## config.mk

```make
export PLATFORM = sky130hd
export DESIGN_NAME = head_pose_enrollment_sequencer_top
export DESIGN_NICKNAME = d
export VERILOG_FILES = /design/src/rtl/hpe_pkg.sv /design/src/rtl/hpe_div.sv /design/src/rtl/hpe_dp.sv /design/src/rtl/hpe_ctrl.sv /design/src/rtl/head_pose_enrollment_sequencer_top.sv
export VERILOG_INCLUDE_DIRS = /design/src /design/src/rtl
export SDC_FILE = /design/constraint.sdc
export NUM_CORES = 1
export LEC_CHECK = 0
export ABC_AREA = 1
export CORE_MARGIN = 3
export CORE_UTILIZATION = 65
export CTS_CLUSTER_SIZE = 16
export DETAILED_ROUTE_END_ITERATION = 8
export DONT_BUFFER_PORTS = 1
export MAX_ROUTING_LAYER = met4
export PLACE_DENSITY_LB_ADDON = 0.2
export SYNTH_ARGS = -nofsm -noshare
export SYNTH_HDL_FRONTEND = slang
export SYNTH_HIERARCHICAL = 1
export SYNTH_SLANG_ARGS = --single-unit
```

## constraint.sdc

```tcl
create_clock -name clk -period 7.7 [get_ports clk]
set_input_delay 1.54 -clock clk [delete_from_list [all_inputs] [get_ports clk]]
set_output_delay 1.54 -clock clk [all_outputs]
set_load 0.05 [all_outputs]
```

## src/rtl/head_pose_enrollment_sequencer_top_macros.svh

```systemverilog
// Assertion helpers for the enrollment sequencer.
`ifndef HEAD_POSE_ENROLLMENT_SEQUENCER_TOP_MACROS_SVH
`define HEAD_POSE_ENROLLMENT_SEQUENCER_TOP_MACROS_SVH

// Same-cycle implication under the asynchronous reset.
`define HPE_ASSERT_IMP(label, ante, cons) \
    label: assert property (@(posedge clk) disable iff (!rst_n) (ante) |-> (cons)) \
        else $error("hpe assertion failed");

// Next-cycle implication under the asynchronous reset.
`define HPE_ASSERT_NXT(label, ante, cons) \
    label: assert property (@(posedge clk) disable iff (!rst_n) (ante) |=> (cons)) \
        else $error("hpe assertion failed");

`endif

```

## src/rtl/hpe_pkg.sv

```systemverilog
package hpe_pkg;

    localparam int PATCH_SIDE_DEF = 32;

    localparam int PIX_W      = 8;
    localparam int COORD_W    = 5;
    localparam int SUM_W      = 18;
    localparam int POSE_W     = 16;
    localparam int HOLD_W     = 8;
    localparam int TCNT_W     = 10;
    localparam int PROG_W     = 7;
    localparam int LIMIT_W    = 15;
    localparam int CFG_IDX_W  = 3;
    localparam int CFG_DATA_W = 15;

    // Progress divider: 15-bit dividend covers train_count*25, 10-bit divisor covers
    // training_frames.
    localparam int DIV_N_W   = 15;
    localparam int DIV_D_W   = 10;
    localparam int DIV_STEPS = DIV_N_W;
    localparam int DIV_CNT_W = $clog2(DIV_STEPS + 1);

    // Yaw and pitch: floor(|sum|*50/255) = floor(|sum|*10/51), formed as
    // (|sum| * 10*ceil(2^27/51)) >> 27, exact over the whole accumulator range.
    localparam int RECIP_W     = 25;
    localparam int RECIP_SHIFT = 27;
    localparam int PROD_W      = SUM_W + RECIP_W;
    localparam logic [RECIP_W-1:0] SCALE_RECIP = RECIP_W'(26317210);

    localparam logic [HOLD_W-1:0]  HOLD_MAX        = '1;
    localparam logic [TCNT_W-1:0]  TRAIN_MAX       = '1;
    localparam logic [PROG_W-1:0]  PROG_TRAIN_BASE = PROG_W'(75);
    localparam logic [PROG_W-1:0]  PROG_FULL       = PROG_W'(100);

    localparam logic [HOLD_W-1:0]  HOLD_FRAMES_RST     = HOLD_W'(60);
    localparam logic [LIMIT_W-1:0] CENTER_LIMIT_RST    = LIMIT_W'(12);
    localparam logic [LIMIT_W-1:0] TILT_THRESHOLD_RST  = LIMIT_W'(18);
    localparam logic [TCNT_W-1:0]  TRAINING_FRAMES_RST = TCNT_W'(300);

    typedef enum logic [2:0] {
        PH_CENTER   = 3'd0,
        PH_UP       = 3'd1,
        PH_DOWN     = 3'd2,
        PH_LEFT     = 3'd3,
        PH_RIGHT    = 3'd4,
        PH_TRAIN    = 3'd5,
        PH_COMPLETE = 3'd6
    } phase_t;

    typedef enum logic [CFG_IDX_W-1:0] {
        REG_HOLD_FRAMES     = 3'd0,
        REG_CENTER_LIMIT    = 3'd1,
        REG_TILT_THRESHOLD  = 3'd2,
        REG_TRAINING_FRAMES = 3'd3
    } cfg_reg_t;

    typedef struct packed {
        logic     accept;
        logic     div_start;
        logic     capt_yaw;
        logic     capt_pitch;
        logic     pose_upd;
        logic     capt_prog;
        logic     load_out;
    } ctrl_cmd_t;

    typedef struct packed {
        logic div_busy;
        logic need_prog;
    } dp_status_t;

    // Progress reached when a pose phase is passed.
    function automatic logic [PROG_W-1:0] phase_done_progress(phase_t p);
        logic [PROG_W-1:0] v;
        case (p)
            PH_CENTER: v = PROG_W'(15);
            PH_UP:     v = PROG_W'(30);
            PH_DOWN:   v = PROG_W'(45);
            PH_LEFT:   v = PROG_W'(60);
            PH_RIGHT:  v = PROG_W'(75);
            default:   v = '0;
        endcase
        return v;
    endfunction

    // Clamp a widened sum back into the signed accumulator range.
    function automatic logic signed [SUM_W-1:0] sat_sum(logic signed [SUM_W:0] s);
        logic signed [SUM_W-1:0] v;
        if (s[SUM_W] != s[SUM_W-1])
            v = s[SUM_W] ? {1'b1, {(SUM_W-1){1'b0}}} : {1'b0, {(SUM_W-1){1'b1}}};
        else
            v = s[SUM_W-1:0];
        return v;
    endfunction

endpackage

```

## src/rtl/hpe_div.sv

```systemverilog
module hpe_div (
    input  logic                        clk,
    input  logic                        rst_n,
    input  logic                        start,
    input  logic [hpe_pkg::DIV_N_W-1:0] dividend,
    input  logic [hpe_pkg::DIV_D_W-1:0] divisor,
    output logic                        busy,
    output logic [hpe_pkg::DIV_N_W-1:0] quotient
);
    import hpe_pkg::*;

    logic                 busy_reg;
    logic [DIV_CNT_W-1:0] cnt_reg;
    logic [DIV_N_W-1:0]   quo_reg;
    logic [DIV_D_W-1:0]   rem_reg;
    logic [DIV_D_W-1:0]   dsr_reg;
    logic [DIV_D_W:0]     trial;
    logic                 fits;

    // Restoring division, one quotient bit per cycle.
    assign trial = {rem_reg, quo_reg[DIV_N_W-1]};
    assign fits  = trial >= {1'b0, dsr_reg};

    always_ff @(posedge clk or negedge rst_n)
    begin
        if (!rst_n)
        begin
            busy_reg <= 1'b0;
            cnt_reg  <= '0;
        end
        else if (start)
        begin
            busy_reg <= 1'b1;
            cnt_reg  <= DIV_CNT_W'(DIV_STEPS);
        end
        else if (busy_reg)
        begin
            cnt_reg <= cnt_reg - 1'b1;
            if (cnt_reg == DIV_CNT_W'(1))
                busy_reg <= 1'b0;
        end
    end

    always_ff @(posedge clk)
    begin
        if (start)
        begin
            quo_reg <= dividend;
            rem_reg <= '0;
            dsr_reg <= divisor;
        end
        else if (busy_reg)
        begin
            quo_reg <= {quo_reg[DIV_N_W-2:0], fits};
            rem_reg <= fits ? DIV_D_W'(trial - {1'b0, dsr_reg}) : trial[DIV_D_W-1:0];
        end
    end

    assign busy     = busy_reg;
    assign quotient = quo_reg;

endmodule

```

## src/rtl/hpe_dp.sv

```systemverilog
module hpe_dp #(
    parameter int PATCH_SIDE = hpe_pkg::PATCH_SIDE_DEF
) (
    input  logic                           clk,
    input  logic                           rst_n,
    input  hpe_pkg::ctrl_cmd_t             cmd,
    output hpe_pkg::dp_status_t            status,
    input  logic                           face_present,
    input  logic [hpe_pkg::PIX_W-1:0]      pixel,
    input  logic [hpe_pkg::COORD_W-1:0]    row,
    input  logic [hpe_pkg::COORD_W-1:0]    col,
    input  logic                           cfg_we,
    input  logic [hpe_pkg::CFG_IDX_W-1:0]  cfg_index,
    input  logic [hpe_pkg::CFG_DATA_W-1:0] cfg_data,
    output logic [2:0]                     phase,
    output logic [hpe_pkg::PROG_W-1:0]     progress,
    output logic signed [hpe_pkg::POSE_W-1:0] yaw,
    output logic signed [hpe_pkg::POSE_W-1:0] pitch,
    output logic                           face_seen,
    output logic [hpe_pkg::HOLD_W-1:0]     hold_count,
    output logic [hpe_pkg::TCNT_W-1:0]     training_count
);
    import hpe_pkg::*;

    localparam int HALF = PATCH_SIDE / 2;

    // configuration
    logic [HOLD_W-1:0]  hold_frames_reg;
    logic [LIMIT_W-1:0] center_limit_reg;
    logic [LIMIT_W-1:0] tilt_threshold_reg;
    logic [TCNT_W-1:0]  training_frames_reg;

    // enrollment state
    logic signed [SUM_W-1:0]  h_sum_reg;
    logic signed [SUM_W-1:0]  v_sum_reg;
    phase_t                   phase_reg;
    logic [HOLD_W-1:0]        hold_reg;
    logic [TCNT_W-1:0]        tcnt_reg;
    logic [PROG_W-1:0]        prog_reg;
    logic                     face_reg;
    logic signed [POSE_W-1:0] yaw_reg;
    logic signed [POSE_W-1:0] pitch_reg;

    // result register
    logic [2:0]               phase_out_reg;
    logic [PROG_W-1:0]        prog_out_reg;
    logic signed [POSE_W-1:0] yaw_out_reg;
    logic signed [POSE_W-1:0] pitch_out_reg;
    logic                     face_out_reg;
    logic [HOLD_W-1:0]        hold_out_reg;
    logic [TCNT_W-1:0]        tcnt_out_reg;

    logic signed [PIX_W:0]    pix_s;
    logic signed [PIX_W:0]    h_add;
    logic signed [PIX_W:0]    v_add;
    logic signed [SUM_W-1:0]  h_sum_next;
    logic signed [SUM_W-1:0]  v_sum_next;
    logic [SUM_W-1:0]         h_mag;
    logic [SUM_W-1:0]         v_mag;
    logic [PROD_W-1:0]        h_prod;
    logic [PROD_W-1:0]        v_prod;
    logic [POSE_W-1:0]        h_quo;
    logic [POSE_W-1:0]        v_quo;
    logic [DIV_N_W-1:0]       tc_scaled;
    logic                     div_busy;
    logic [DIV_N_W-1:0]       div_quo;

    logic [POSE_W-1:0]        yaw_mag;
    logic [POSE_W-1:0]        pitch_mag;
    logic signed [POSE_W:0]   yaw_w;
    logic signed [POSE_W:0]   pitch_w;
    logic signed [POSE_W:0]   tilt_w;
    logic                     qualifies;
    logic [HOLD_W-1:0]        hold_inc;
    logic [TCNT_W-1:0]        tcnt_inc;
    phase_t                   phase_next;
    logic [HOLD_W-1:0]        hold_next;
    logic [TCNT_W-1:0]        tcnt_next;
    logic [PROG_W-1:0]        prog_next;

    // accumulate
    assign pix_s      = $signed({1'b0, pixel});
    assign h_add      = (32'(col) < HALF) ? pix_s : -pix_s;
    assign v_add      = (32'(row) < HALF) ? pix_s : -pix_s;
    assign h_sum_next = sat_sum({h_sum_reg[SUM_W-1], h_sum_reg}
                                + {{(SUM_W-PIX_W){h_add[PIX_W]}}, h_add});
    assign v_sum_next = sat_sum({v_sum_reg[SUM_W-1], v_sum_reg}
                                + {{(SUM_W-PIX_W){v_add[PIX_W]}}, v_add});

    // scale magnitudes by reciprocal multiply; truncation toward zero via sign-magnitude
    assign h_mag     = h_sum_reg[SUM_W-1] ? SUM_W'(-h_sum_reg) : SUM_W'(h_sum_reg);
    assign v_mag     = v_sum_reg[SUM_W-1] ? SUM_W'(-v_sum_reg) : SUM_W'(v_sum_reg);
    assign h_prod    = PROD_W'(h_mag) * PROD_W'(SCALE_RECIP);
    assign v_prod    = PROD_W'(v_mag) * PROD_W'(SCALE_RECIP);
    assign h_quo     = h_prod[RECIP_SHIFT +: POSE_W];
    assign v_quo     = v_prod[RECIP_SHIFT +: POSE_W];

    // training progress dividend: train_count*25
    assign tc_scaled = (DIV_N_W'(tcnt_reg) << 4) + (DIV_N_W'(tcnt_reg) << 3)
                       + DIV_N_W'(tcnt_reg);

    hpe_div u_div (
        .clk      (clk),
        .rst_n    (rst_n),
        .start    (cmd.div_start),
        .dividend (tc_scaled),
        .divisor  (training_frames_reg),
        .busy     (div_busy),
        .quotient (div_quo)
    );

    // pose qualification
    assign yaw_mag   = yaw_reg[POSE_W-1] ? POSE_W'(-yaw_reg) : POSE_W'(yaw_reg);
    assign pitch_mag = pitch_reg[POSE_W-1] ? POSE_W'(-pitch_reg) : POSE_W'(pitch_reg);
    assign yaw_w     = {yaw_reg[POSE_W-1], yaw_reg};
    assign pitch_w   = {pitch_reg[POSE_W-1], pitch_reg};
    assign tilt_w    = $signed({2'b00, tilt_threshold_reg});

    always_comb
    begin
        case (phase_reg)
            PH_CENTER: qualifies = (yaw_mag < POSE_W'(center_limit_reg))
                                   && (pitch_mag < POSE_W'(center_limit_reg));
            PH_UP:     qualifies = pitch_w > tilt_w;
            PH_DOWN:   qualifies = pitch_w < -tilt_w;
            PH_LEFT:   qualifies = yaw_w > tilt_w;
            PH_RIGHT:  qualifies = yaw_w < -tilt_w;
            default:   qualifies = 1'b0;
        endcase
    end

    assign hold_inc = (qualifies && hold_reg != HOLD_MAX) ? hold_reg + 1'b1 : hold_reg;
    assign tcnt_inc = (tcnt_reg != TRAIN_MAX) ? tcnt_reg + 1'b1 : tcnt_reg;

    always_comb
    begin
        phase_next = phase_reg;
        hold_next  = hold_reg;
        tcnt_next  = tcnt_reg;
        prog_next  = prog_reg;
        case (phase_reg)
            PH_CENTER, PH_UP, PH_DOWN, PH_LEFT, PH_RIGHT:
            begin
                hold_next = hold_inc;
                if (hold_inc >= hold_frames_reg)
                begin
                    phase_next = phase_t'(phase_reg + 3'd1);
                    prog_next  = phase_done_progress(phase_reg);
                    hold_next  = '0;
                end
            end
            PH_TRAIN:
            begin
                tcnt_next = tcnt_inc;
                if (tcnt_inc >= training_frames_reg)
                begin
                    phase_next = PH_COMPLETE;
                    prog_next  = PROG_FULL;
                end
            end
            default:
            begin
                phase_next = phase_reg;
            end
        endcase
    end

    assign status.div_busy  = div_busy;
    assign status.need_prog = (phase_reg == PH_TRAIN) && (tcnt_inc < training_frames_reg);

    always_ff @(posedge clk or negedge rst_n)
    begin
        if (!rst_n)
        begin
            hold_frames_reg     <= HOLD_FRAMES_RST;
            center_limit_reg    <= CENTER_LIMIT_RST;
            tilt_threshold_reg  <= TILT_THRESHOLD_RST;
            training_frames_reg <= TRAINING_FRAMES_RST;
        end
        else if (cfg_we)
        begin
            case (cfg_index)
                REG_HOLD_FRAMES:     hold_frames_reg     <= cfg_data[HOLD_W-1:0];
                REG_CENTER_LIMIT:    center_limit_reg    <= cfg_data[LIMIT_W-1:0];
                REG_TILT_THRESHOLD:  tilt_threshold_reg  <= cfg_data[LIMIT_W-1:0];
                REG_TRAINING_FRAMES: training_frames_reg <= cfg_data[TCNT_W-1:0];
                default:             hold_frames_reg     <= hold_frames_reg;
            endcase
        end
    end

    always_ff @(posedge clk or negedge rst_n)
    begin
        if (!rst_n)
        begin
            h_sum_reg <= '0;
            v_sum_reg <= '0;
            phase_reg <= PH_CENTER;
            hold_reg  <= '0;
            tcnt_reg  <= '0;
            prog_reg  <= '0;
        end
        else
        begin
            if (cmd.accept && face_present)
            begin
                h_sum_reg <= h_sum_next;
                v_sum_reg <= v_sum_next;
            end
            if (cmd.pose_upd)
            begin
                h_sum_reg <= '0;
                v_sum_reg <= '0;
                phase_reg <= phase_next;
                hold_reg  <= hold_next;
                tcnt_reg  <= tcnt_next;
                prog_reg  <= prog_next;
            end
            if (cmd.capt_prog)
                prog_reg <= PROG_TRAIN_BASE + div_quo[PROG_W-1:0];
        end
    end

    always_ff @(posedge clk)
    begin
        if (cmd.accept)
            face_reg <= face_present;
        if (cmd.capt_yaw)
            yaw_reg <= h_sum_reg[SUM_W-1] ? $signed(-h_quo) : $signed(h_quo);
        if (cmd.capt_pitch)
            pitch_reg <= v_sum_reg[SUM_W-1] ? $signed(-v_quo) : $signed(v_quo);
        if (cmd.load_out)
        begin
            phase_out_reg <= phase_reg;
            prog_out_reg  <= prog_reg;
            yaw_out_reg   <= face_reg ? yaw_reg : '0;
            pitch_out_reg <= face_reg ? pitch_reg : '0;
            face_out_reg  <= face_reg;
            hold_out_reg  <= hold_reg;
            tcnt_out_reg  <= tcnt_reg;
        end
    end

    assign phase          = phase_out_reg;
    assign progress       = prog_out_reg;
    assign yaw            = yaw_out_reg;
    assign pitch          = pitch_out_reg;
    assign face_seen      = face_out_reg;
    assign hold_count     = hold_out_reg;
    assign training_count = tcnt_out_reg;

endmodule

```

## src/rtl/hpe_ctrl.sv

```systemverilog
module hpe_ctrl (
    input  logic                clk,
    input  logic                rst_n,
    input  logic                in_valid,
    input  logic                face_present,
    input  logic                frame_end,
    output logic                in_ready,
    input  logic                out_ready,
    output logic                out_valid,
    input  hpe_pkg::dp_status_t status,
    output hpe_pkg::ctrl_cmd_t  cmd
);
    import hpe_pkg::*;

    typedef enum logic [5:0] {
        S_IDLE      = 6'b000001,
        S_SCALE     = 6'b000010,
        S_POSE      = 6'b000100,
        S_PROG_GO   = 6'b001000,
        S_PROG_WAIT = 6'b010000,
        S_EMIT      = 6'b100000
    } state_t;

    state_t state_reg;
    state_t state_next;
    logic   out_valid_reg;
    logic   out_valid_next;
    logic   accept;
    logic   slot_free;

    assign in_ready  = (state_reg == S_IDLE);
    assign accept    = in_valid && in_ready;
    assign slot_free = !out_valid_reg || out_ready;

    always_comb
    begin
        state_next     = state_reg;
        cmd            = '0;
        cmd.accept     = accept;
        out_valid_next = out_valid_reg && !out_ready;
        case (state_reg)
            S_IDLE:
            begin
                if (accept)
                begin
                    if (!face_present)
                        state_next = S_EMIT;
                    else if (frame_end)
                        state_next = S_SCALE;
                end
            end
            S_SCALE:
            begin
                cmd.capt_yaw   = 1'b1;
                cmd.capt_pitch = 1'b1;
                state_next     = S_POSE;
            end
            S_POSE:
            begin
                cmd.pose_upd = 1'b1;
                state_next   = status.need_prog ? S_PROG_GO : S_EMIT;
            end
            S_PROG_GO:
            begin
                cmd.div_start = 1'b1;
                state_next    = S_PROG_WAIT;
            end
            S_PROG_WAIT:
            begin
                if (!status.div_busy)
                begin
                    cmd.capt_prog = 1'b1;
                    state_next    = S_EMIT;
                end
            end
            S_EMIT:
            begin
                // hold until the result register is free
                if (slot_free)
                begin
                    cmd.load_out   = 1'b1;
                    out_valid_next = 1'b1;
                    state_next     = S_IDLE;
                end
            end
            default:
            begin
                state_next = S_IDLE;
            end
        endcase
    end

    always_ff @(posedge clk or negedge rst_n)
    begin
        if (!rst_n)
        begin
            state_reg     <= S_IDLE;
            out_valid_reg <= 1'b0;
        end
        else
        begin
            state_reg     <= state_next;
            out_valid_reg <= out_valid_next;
        end
    end

    assign out_valid = out_valid_reg;

endmodule

```

## src/rtl/head_pose_enrollment_sequencer_top.sv

```systemverilog
// Channel   Handshake              Payload
// in        in_valid / in_ready    face_present, pixel, row, col, frame_end
// out       out_valid / out_ready  phase, progress, yaw, pitch, face_seen,
//                                  hold_count, training_count
// cfg       cfg_valid / cfg_ready  cfg_index, cfg_data
//
// A face pixel without frame_end is taken while in_ready stays high; a no-face item
// goes straight to the result load. A face frame end passes through transfer,
// yaw/pitch reciprocal multiply, pose update and result load; in the training phase
// the radix-2 divider forms the progress quotient first, but not on the last frame.
// Reset clears the sums, phase, counts and progress and loads the register defaults;
// cfg_ready is always high. A result waits in the output register while the next
// pixels of the frame are taken; a later result holds until it is free.
`include "head_pose_enrollment_sequencer_top_macros.svh"

module head_pose_enrollment_sequencer_top #(
    parameter int PATCH_SIDE = hpe_pkg::PATCH_SIDE_DEF
) (
    input  logic                              clk,
    input  logic                              rst_n,
    input  logic                              in_valid,
    output logic                              in_ready,
    input  logic                              face_present,
    input  logic [hpe_pkg::PIX_W-1:0]         pixel,
    input  logic [hpe_pkg::COORD_W-1:0]       row,
    input  logic [hpe_pkg::COORD_W-1:0]       col,
    input  logic                              frame_end,
    output logic                              out_valid,
    input  logic                              out_ready,
    output logic [2:0]                        phase,
    output logic [hpe_pkg::PROG_W-1:0]        progress,
    output logic signed [hpe_pkg::POSE_W-1:0] yaw,
    output logic signed [hpe_pkg::POSE_W-1:0] pitch,
    output logic                              face_seen,
    output logic [hpe_pkg::HOLD_W-1:0]        hold_count,
    output logic [hpe_pkg::TCNT_W-1:0]        training_count,
    input  logic                              cfg_valid,
    output logic                              cfg_ready,
    input  logic [hpe_pkg::CFG_IDX_W-1:0]     cfg_index,
    input  logic [hpe_pkg::CFG_DATA_W-1:0]    cfg_data
);
    import hpe_pkg::*;

    ctrl_cmd_t  cmd;
    dp_status_t status;

    assign cfg_ready = 1'b1;

    hpe_ctrl u_ctrl (
        .clk          (clk),
        .rst_n        (rst_n),
        .in_valid     (in_valid),
        .face_present (face_present),
        .frame_end    (frame_end),
        .in_ready     (in_ready),
        .out_ready    (out_ready),
        .out_valid    (out_valid),
        .status       (status),
        .cmd          (cmd)
    );

    hpe_dp #(
        .PATCH_SIDE (PATCH_SIDE)
    ) u_dp (
        .clk            (clk),
        .rst_n          (rst_n),
        .cmd            (cmd),
        .status         (status),
        .face_present   (face_present),
        .pixel          (pixel),
        .row            (row),
        .col            (col),
        .cfg_we         (cfg_valid && cfg_ready),
        .cfg_index      (cfg_index),
        .cfg_data       (cfg_data),
        .phase          (phase),
        .progress       (progress),
        .yaw            (yaw),
        .pitch          (pitch),
        .face_seen      (face_seen),
        .hold_count     (hold_count),
        .training_count (training_count)
    );

    `HPE_ASSERT_IMP(a_ready_div_idle, in_ready, !status.div_busy)
    `HPE_ASSERT_IMP(a_no_overwrite, cmd.load_out, !out_valid || out_ready)
    `HPE_ASSERT_NXT(a_div_starts, cmd.div_start, status.div_busy)
    `HPE_ASSERT_IMP(a_progress_range, out_valid, progress <= PROG_FULL)

endmodule
```

==> metrics <==
gr usage total 31.8%; Final Hold Vio Count 0; Area growth syn-to-layout 6.15%; final antenna diode count 0; vias per cell 5.50; Post-DRT Antenna Nets 0; first-pass GRT wire length 132000 µm; met2 WL 39300 µm; WL met3 4790 µm; Peak Freq 137 MHz; pin count of the biggest net entering global routing 125; clk_skew 19.2 ps; Worst path max stage delay 560 ps; I/O Pins 107; Async SR Flop Fraction 49.0%; row cnt 81; die width 229 µm; Least-Margin Pin Slew 1170 ps; Yosys reg bits 253; Worst setup SP type flop; outcome complete, no violations; period utilization 94.6%; Critical Path Most Common Cell inv_1; register area share after synthesis 21.2%; Worst EP arrival 7620 ps; Post-CTS Hold Buffers 0; I/O Buffers 0; Clk Latency, worst-skew pair 580 ps; CTS Buf Count 29; number of vias in the routed layout 26700; crit path time final 7280 ps; max-capacitance violation count 0; CP max stage cell fa_1; crit path capture type flop; starting density of the core 66.0%; WL/cell 16.6 µm; max_slew headroom 22.2%; die area 52600 µm²; Final HPWL DP 66200 µm; CP Data Required Time 8030 ps; WL final 80500 µm; fin. max-slew vios 0; Yosys top cell area share 19.7%; initial antenna violation count 1; CTS tree yes; Most used DFF post-synth edfxtp_1; detailed router's first-iteration violation count 1695; filler instances 4047; area leader, netlist ha_1; synthesized cell area 32500 µm²; Synth Instances 4140; library cells used by synthesis 72; layout cells sized above 1 7.48%; die height 229 µm; vias in the first global route 26600; gr ovfl total 0; clock sinks 253; met1 wire length 34000 µm; DRT Pass-1 Iters 6; root cell of the clock tree clkbuf_16; Syn. warnings 6; H-Tree Depth 1; main area contributors after synthesis ha_1, fa_1, edfxtp_1; uppermost routed layer met4; NumNets Final 4931; number of remaining DRC errors 0; number of synthesized flops with an enable pin 119; core area 49200 µm²; setup tns final 0 ps; critical path type reg2reg; CTS max path bufs 3; CP max FO 5; Avg Cell Area, Syn 7.84 µm²; gp weighted congestion 1.00; hold_ws 454 ps; Worst-path clk slew 60 ps; final setup vio count 0; HP Class reg2reg
==> worst paths after layout <==
check / slack (ps) / cells after the start / endpoint / startpoint
max in group asynchronous: 6760 / 0 / u_ctrl/state_reg[0] / rst_n
min in group asynchronous: 650 / 0 / u_dp/u_div/cnt_reg[2] / rst_n
hold reg to reg: 450 / 0 / u_dp/progress[0] / u_dp/prog_reg[0]
hold / removal: 450 / 0 / u_dp/progress[0] / u_dp/prog_reg[0]
setup reg to reg: 420 / 37 / u_dp/yaw_reg[14] / u_dp/h_sum_reg[1]
setup / recovery: 420 / 37 / u_dp/yaw_reg[14] / u_dp/h_sum_reg[1]
==> area by class of cell <==
| cell class | instances | area, µm² | area share [%] |
|---|---|---|---|
| clock buffers | 38 | 852 | 2.47 |
| clock inverters | 16 | 170 | 0.494 |
| inverters | 916 | 3440 | 9.98 |
| multi-input cells | 2932 | 22100 | 64.0 |
| flip-flops and latches | 253 | 6890 | 20.0 |
| well taps | 664 | 831 | 2.41 |
| repair buffers | 28 | 210 | 0.610 |
==> per-stage QoR <==
step	std cells	area [µm²]	setup slack (ps)	utilization, %
finish	4847	34400	416	70.1
CTS	4842	34300	163	69.7
global route	4847	34400	-39.7	70.1
global placement	4788	33300	217	67.6
floorplan	4141	32500	591	-
detailed placement	4788	33300	206	67.6
==> cell families (layout without fill, tap and decap cells) <==
family / Yosys count / after routing / share of synthesized area, %
AOI/OAI and AO/OA: 520 / 520 / 9.06
buffers and inverters: 956 / 998 / 11.3
and+or+nand+nor: 1529 / 1529 / 21.1
adders and majority gates: 728 / 728 / 33.1
DFF: 253 / 253 / 21.2
xor gates and xnor gates: 152 / 152 / 4.22
other: 2 / 3 / 0.0231
==> worst max-delay path: cells and delay by family (launching register included) <==
family / cells / cell delay, ps
and+or+nand+nor: 18 / 2310
DFF: 1 / 410
xor gates and xnor gates: 1 / 210
AOI/OAI and AO/OA: 2 / 390
buffers and inverters: 7 / 450
adders and majority gates: 9 / 3250
==> what timing repair did <==
action / in CTS / in global routing
setup buffers: 0 / 5
resized for setup: 0 / 28
endpoints found under the setup margin: 0 / 18
==> metal layers <==
layer	vias to the layer above	track usage [%]
met5	-	-
met4	0	8.51
met3	160	5.05
met2	750	54.5
met1	12600	39.1
li1	13200	-
==> cells in the mapped netlist, types with 48 or more instances <==
master,instances
a21oi_1,184
nand2_1,836
nor2_1,273
inv_1,880
o21ai_0,191
dfrtp_1,111
nand3_1,158
ha_1,510
nand4_1,49
nand2_2,48
xor2_1,118
fa_1,218
edfxtp_1,119
==> cell usage in the layout, fill, tap and decap left out, types with 7 or more instances in the layout <==
master	Yosys	routed
a21o_1	16	16
a21oi_1	184	182
a31oi_1	13	13
buf_4	4	28
clkbuf_16	0	31
dfrtp_1	111	111
dfstp_2	13	13
dfxtp_1	10	10
edfxtp_1	119	119
fa_1	218	216
ha_1	510	505
inv_1	880	880
inv_2	32	32
nand2_1	836	834
nand2_2	48	50
nand2_4	10	10
nand3_1	158	158
nand3_2	16	16
nand3b_1	18	18
nand4_1	49	49
nor2_1	273	267
nor2_2	19	23
nor2_4	7	9
nor3_1	40	40
nor3_2	9	7
nor4_1	11	11
o211ai_1	11	11
o21a_1	9	8
o21ai_0	191	191
o21ai_1	32	31
o21ai_2	19	20
o21bai_1	10	10
or2_2	9	9
xnor2_1	29	27
xor2_1	118	117
Power is left out: the tool's default activity adds up to more than one toggle a clock period on the data nets, which glitch-free logic cannot reach.
